## src/design/dmf_pkg.sv

```systemverilog
// Shared types and constants for the dipole magnetic field evaluator.
package dmf_pkg;

    localparam int CFG_IDX_W = 4;
    localparam int CFG_DATA_W = 64;

    localparam logic [CFG_IDX_W-1:0] REG_DIPOLE_X = 4'd0;
    localparam logic [CFG_IDX_W-1:0] REG_DIPOLE_Y = 4'd1;
    localparam logic [CFG_IDX_W-1:0] REG_ORIENT_X = 4'd2;
    localparam logic [CFG_IDX_W-1:0] REG_ORIENT_Y = 4'd3;
    localparam logic [CFG_IDX_W-1:0] REG_ORIENT_Z = 4'd4;
    localparam logic [CFG_IDX_W-1:0] REG_MOMENT   = 4'd5;
    localparam logic [CFG_IDX_W-1:0] REG_MIN_RAD  = 4'd6;
    localparam logic [CFG_IDX_W-1:0] REG_MAX_RAD  = 4'd7;

    localparam logic [31:0] ONE_Q30      = 32'h4000_0000;
    localparam logic [47:0] FIELD_POS_LIM = 48'h7FFF_FFFF_FFFF;
    localparam logic [47:0] FIELD_NEG_LIM = 48'h8000_0000_0000;

    typedef struct packed {
        logic signed [31:0] dipole_x;
        logic signed [31:0] dipole_y;
        logic signed [31:0] orient_x;
        logic signed [31:0] orient_y;
        logic signed [31:0] orient_z;
        logic signed [63:0] moment;
        logic [30:0]        min_radius;
        logic [30:0]        max_radius;
    } cfg_t;

    // normalized request handed from front to back
    typedef struct packed {
        logic [2:0][29:0] e_mag;
        logic [2:0]       e_neg;
        logic [6:0]       k;
        logic             in_range;
        logic             zero;
    } task_t;

endpackage

```

## src/design/dmf_fifo.sv

```systemverilog
// Small request queue between front and back ends.
module dmf_fifo #(
    parameter int DEPTH = 4
) (
    input  logic           clk,
    input  logic           rst_n,
    input  dmf_pkg::task_t wr_data,
    input  logic           wr_valid,
    output logic           wr_ready,
    output dmf_pkg::task_t rd_data,
    output logic           rd_valid,
    input  logic           rd_ready
);
    import dmf_pkg::*;

    localparam int PTR_W = (DEPTH > 1) ? $clog2(DEPTH) : 1;
    localparam int CNT_W = $clog2(DEPTH + 1);

    task_t             mem_reg [DEPTH];
    logic [PTR_W-1:0]  wp_reg;
    logic [PTR_W-1:0]  rp_reg;
    logic [CNT_W-1:0]  cnt_reg;
    logic              do_wr;
    logic              do_rd;

    assign wr_ready = (cnt_reg != CNT_W'(DEPTH));
    assign rd_valid = (cnt_reg != '0);
    assign rd_data  = mem_reg[rp_reg];
    assign do_wr    = wr_valid && wr_ready;
    assign do_rd    = rd_valid && rd_ready;

    always_ff @(posedge clk or negedge rst_n)
    begin
        if (!rst_n)
        begin
            wp_reg  <= '0;
            rp_reg  <= '0;
            cnt_reg <= '0;
        end
        else
        begin
            if (do_wr)
                wp_reg <= (wp_reg == PTR_W'(DEPTH - 1)) ? '0 : wp_reg + 1'b1;
            if (do_rd)
                rp_reg <= (rp_reg == PTR_W'(DEPTH - 1)) ? '0 : rp_reg + 1'b1;
            if (do_wr && !do_rd)
                cnt_reg <= cnt_reg + 1'b1;
            else if (!do_wr && do_rd)
                cnt_reg <= cnt_reg - 1'b1;
        end
    end

    always_ff @(posedge clk)
    begin
        if (do_wr)
            mem_reg[wp_reg] <= wr_data;
    end

endmodule

```

## config.mk

```make
export PLATFORM = sky130hd
export DESIGN_NAME = dmf_fifo
export DESIGN_NICKNAME = d
export VERILOG_FILES = /design/src/design/dmf_pkg.sv /design/src/design/dmf_fifo.sv
export SDC_FILE = /design/constraint.sdc
export NUM_CORES = 1
export LEC_CHECK = 0
export BUFFER_PORTS_ARGS = -buffer_cell sky130_fd_sc_hd__buf_2
export CAP_MARGIN = 10
export CORE_MARGIN = 2
export CORE_UTILIZATION = 51
export DETAILED_ROUTE_END_ITERATION = 10
export MAX_ROUTING_LAYER = met4
export PLACE_DENSITY = 0.75
export SYNTH_ARGS = -nofsm -noshare
export SYNTH_HDL_FRONTEND = slang
export SYNTH_SLANG_ARGS = --single-unit
```

## constraint.sdc

```tcl
create_clock -name clk -period 2.35 [get_ports clk]
set_input_delay 0.47 -clock clk [delete_from_list [all_inputs] [get_ports clk]]
set_output_delay 0.47 -clock clk [all_outputs]
set_load 0.05 [all_outputs]
```

Word level (Yosys, flattened, before mapping)
Memory sizes are Yosys's and may differ from the RTL's.
Index checks and enable logic that the tools add are counted.
{"block": "word_totals", "ff_bits": 7, "mem_count": 1, "out_inout_bits": 104, "mem_bits_rw": 408, "wordCells": 25, "inputBits": 106}
{"block": "classes", "n_reduce_logical": 8, "n_eq_ne": 3, "add_sub_neg": 4, "n_mux": 6}
{"name": "mem_reg", "depth": 4, "word_bits": 102, "read_ports": 1, "rd_ports_with_merged_regs": 0, "write_ports": 1, "line_no": "dmf_fifo.sv:19", "source": "task_t mem_reg [DEPTH];"}
{"cell": "$mux W3", "n": 2}
{"cell": "$add A2 B1 Y2 const B", "n": 2}
{"cell": "$eq A2 B2 Y1 const B", "n": 2}
{"cell": "$logic_and A1 B1 Y1", "n": 4}
{"cell": "$mux W2", "n": 2}
{"cell": "$add A3 B1 Y3 const B", "n": 1}
{"cell": "$ne A3 B3 Y1 const B", "n": 1}
{"cell": "$reduce_bool A3 Y1", "n": 1}
{"cell": "$sub A3 B1 Y3 const B", "n": 1}
{"cell": "$logic_not A1 Y1", "n": 2}
{"cell": "$mux W1", "n": 2}
{"cell": "$reduce_bool A2 Y1", "n": 1}

Longest topological paths before layout
{"block": "logic_depth", "word_depth": 6, "ltp_mapped": 8}

Least setup slack after synthesis
No wires, ideal clock.
{"block": "synth_path", "path_type": "flip-flop to flip-flop", "startpoint": "reg cnt_reg[2]", "endpoint": "mem mem_reg[0][0] (netlist name) (enable)", "stages_incl_launch_ff": 3, "setup_slack_ns": -0.154, "t_required_ns": 1.935, "arrival_ns": 2.088, "path_buffers": 0, "cell_sequence": "dfrtp_1 -> or3b_4 -> and3_2"}
{"block": "synth_via", "elab_chain_cells": 4}
{"element": "start, declared", "line_no": "dmf_fifo.sv:22", "source": "logic [CNT_W-1:0] cnt_reg;"}
{"element": "start signal, assigned", "line_no": "dmf_fifo.sv:47", "source": "cnt_reg <= cnt_reg + 1'b1;"}
{"element": "start signal, assigned", "line_no": "dmf_fifo.sv:49", "source": "cnt_reg <= cnt_reg - 1'b1;"}
{"element": "$ne A3 B3 Y1", "line_no": "dmf_fifo.sv:26", "source": "assign wr_ready = (cnt_reg != CNT_W'(DEPTH));"}
{"element": "named net wr_ready", "line_no": "dmf_fifo.sv:9", "source": "output logic wr_ready,"}
{"element": "$logic_and A1 B1 Y1", "line_no": "dmf_fifo.sv:29", "source": "assign do_wr = wr_valid && wr_ready;"}
{"element": "$mux W1", "line_no": "dmf_fifo.sv:55", "source": "if (do_wr)"}
{"element": "$mux W1 (not written as such)", "line_no": "dmf_fifo.sv:56", "source": "mem_reg[wp_reg] <= wr_data;"}
{"element": "end, declared", "line_no": "dmf_fifo.sv:19"}
The timed path passes the listed nets, and every way through them passes these cells.

==> summary.txt <==
Run status
  • Status: finished, violations left
  • Failing checks: setup timing

Route
  • DRT antenna net count: 0
  • DR top layer: met4
  • Drt first pass iters: 4
  • Post-DR wirelength/cell: approximately 23 um
  • Initial DRC Count: 518
  • Total routed wirelength: between 20000 and 30000 um
  • M1 WL: between 10000 and 15000 um
  • DR vias: 6854
  • Met3 WL: roughly 2200 um
  • Via/cell ratio: roughly 5.5
  • Met2 WL: between 10000 and 15000 um
  • Drc violations: 0

Final layout
  • Core Util, Final: 0.650
  • Fillers: about 1900
  • Commonest non-fill, non-tap cell in the layout: edfxtp_1
  • Area growth syn-to-layout: 26.2%
  • NumNets Final: between 900 and 1000
  • Share of cells above drive strength 1: 0.479
  • Max reg flops: between 400 and 500
  • Most frequent cells in the layout: edfxtp_1 (408), buf_2 (107), mux4_2 (102), buf_6 (84), clkbuf_16 (45)

Clocking
  • CTS Sinks: just over 400
  • CTS tree: yes
  • CTS Buf Count: around 40
  • Clk pin slew, worst setup/hold paths: about 0.060 ns
  • CTS max path bufs: 3
  • Worst-Skew Late Latency: 0.52 ns
  • H-tree level count: 2
  • CTS Root Cell: clkbuf_16

Die
  • Vert. Die Dim: ~180 um
  • Die area: between 30000 and 40000 um^2
  • I/O pin count: 210
  • Initial Utilization: 0.515
  • Core area: 29400 um^2
  • Die W: between 150 and 200 um
  • # rows: 63

Logic synthesis
  • Mean area per synthesized cell: 26.6 um^2
  • Syn. warnings: 0
  • Netlist cell types: 20
  • Syn_nets: between 600 and 700
  • XOR/XNOR Fraction of Synth Area: 0.00173
  • Post-synthesis mux area share: 0.156
  • Synth Area in Compound Gates: 0
  • Area share of fa/ha/maj cells after synthesis: 0.00628
  • Post-Syn Area: between 15000 and 20000 um^2
  • Cells after Synth: 569
  • Main combinational cell family by area after synthesis: multiplexers
  • Synth Register Bits: between 400 and 500
  • Simple-Gate Fraction of Synth Area: 0.00479
  • Seq/Total Area, Yosys: 0.820

Place
  • GP Congestion: slightly above 0.7
  • Dpl ws: about 0.19 ns
  • DP HPWL: between 15000 and 20000 um
  • I/O Buffers: around 210

Timing
  • Least-Margin Pin Slew: 0.434 ns
  • Final hold violation count: 0
  • Normalized max-slew margin: 0.711
  • RSZ-0062 raised after global routing: yes
  • F_max: between 300 and 400 MHz
  • Clock Skew: about 0.013 ns
  • Final setup violation count: 102
  • Tcrit/Tclk final: 1.08
  • Final min period: approximately 2.5 ns
  • Slew Limit Fails: 0
  • Final Worst Setup Slack: -0.189 ns

Job
  • Max-Cap Viols: 0

Setup path
  • Startpoint Class: flop
  • Crit-path cells: buf_12 -> buf_16 -> mux4_2 -> buf_6
  • Critical path launch point: rp_reg[0]
  • Data arrival, critical path: roughly 2.1 ns
  • Critical path's largest stage delay: between 0.5 and 0.6 ns
  • Worst r2r src: cnt_reg[0]
  • Setup CP Type: flop to primary output
  • Crit-path slowest cell: mux4_2
  • Worst EP required: 1.88 ns
  • Crit-path max FO: 12
  • Setup crit end kind: primary output

Global route
  • Vias in the first global route: between 7000 and 8000
  • Initial antenna violation count: 4
  • Remaining global-route overflow: 0
  • GRT Total Usage: 0.195
  • Largest net degree at the start of global routing: between 60 and 70
  • First-pass GRT wire length: around 44000 um

Power and ir drop
  • Pwr dens: 1530 nW/um^2
  • Worst vdd rail ir drop: between 1 and 1.5 mV
  • Lkg Pwr: around 6.6 nW

Worst hold path
  • Min-Delay Startpoint: wr_data[87]
  • HP Class: input port to flop
## metal layers
layer | vias up | global-route usage
met5 | - | -
met4 | 0 | 0.0472
met3 | 43 | 0.0459
met2 | 236 | 0.315
met1 | 3562 | 0.256
li1 | 3013 | -
## layout make-up
class / count / area [um^2] / area share
Antenna cell: 6 / 15.0 / 0.000785
Clock buffer: 51 / 1080 / 0.0568
Clock inverter: 21 / 211 / 0.0111
Inverter: 3 / 11.3 / 0.000589
Multi-Input combinational cell: 128 / 2570 / 0.134
Sequential cell: 415 / 12400 / 0.651
Tap cell: 390 / 488 / 0.0255
Timing Repair Buffer: 242 / 2300 / 0.120
## cell usage after synthesis (all sizes together)
cell type | count | area (um^2)
and2 | 1 | 8.76
and3 | 4 | 30.0
buf | 22 | 150
clkbuf | 1 | 3.75
dfrtp | 7 | 175
edfxtp | 408 | 12300
fa | 1 | 20.0
ha | 6 | 75.1
inv | 3 | 11.3
mux2 | 5 | 63.8
mux4 | 102 | 2300
nand2 | 1 | 3.75
nor2 | 3 | 11.3
or3 | 1 | 7.51
or3b | 1 | 11.3
xnor2 | 1 | 8.76
xor2 | 2 | 17.5
## where the power goes
group          total [mW]  internal [mW]  switching (mW)
clock                6.27           3.71            2.55
combinational        12.9           5.12            7.79
sequential           10.1           9.77           0.344
total                29.3           18.6            10.7
## worst max-delay path: cells and delay by family, from the launching register on
kind                   cells  cell delay (ns)
buffers and inverters      3             0.56
muxes                      1             0.53
DFF                        1             0.45
## cells by family (layout without fill, tap and decap cells)
logic type / after synthesis / in the layout
muxes: 107 / 107
adders and majority gates: 7 / 7
and+or+nand+nor: 11 / 11
xor gates and xnor gates: 3 / 3
buffers and inverters: 26 / 317
DFF: 415 / 415
other: 0 / 6
## worst paths after layout
kind | endpoint | slack [ns] | cells past startpoint
setup reg to reg | cnt_reg[2] | 0.18 | 8
setup / recovery | rd_data[63] | -0.19 | 4
max in group asynchronous | rp_reg[1] | 1.83 | 2
hold reg to reg | cnt_reg[2] | 0.50 | 1
hold / removal | mem_reg[3][87] | 0.16 | 1
min in group asynchronous | rp_reg[0] | 0.33 | 2
## stage by stage
step	area, um^2	total power [mW]	instances	setup TNS (ns)	hold WS [ns]
floorplan	15100	18.3	569	-62.66	0.174
global placement	16800	20.8	1161	0	0.320
detailed placement	16800	20.9	1161	0	0.321
CTS	19000	29.5	1247	-19.93	0.141
global route	19100	30.4	1254	-23.19	0.144
finish	19100	29.3	1256	-16.54	0.162
## timing repair
item | in CTS | in global routing
hold buffers | 1 | 0
setup endpoints to repair | 102 | 102
cloned | 6 | 3
hold endpoints to repair | 7 | 0
resized for setup | 196 | 0
buffers inserted | 7 | 0
(Power assumes the default switching activity.)
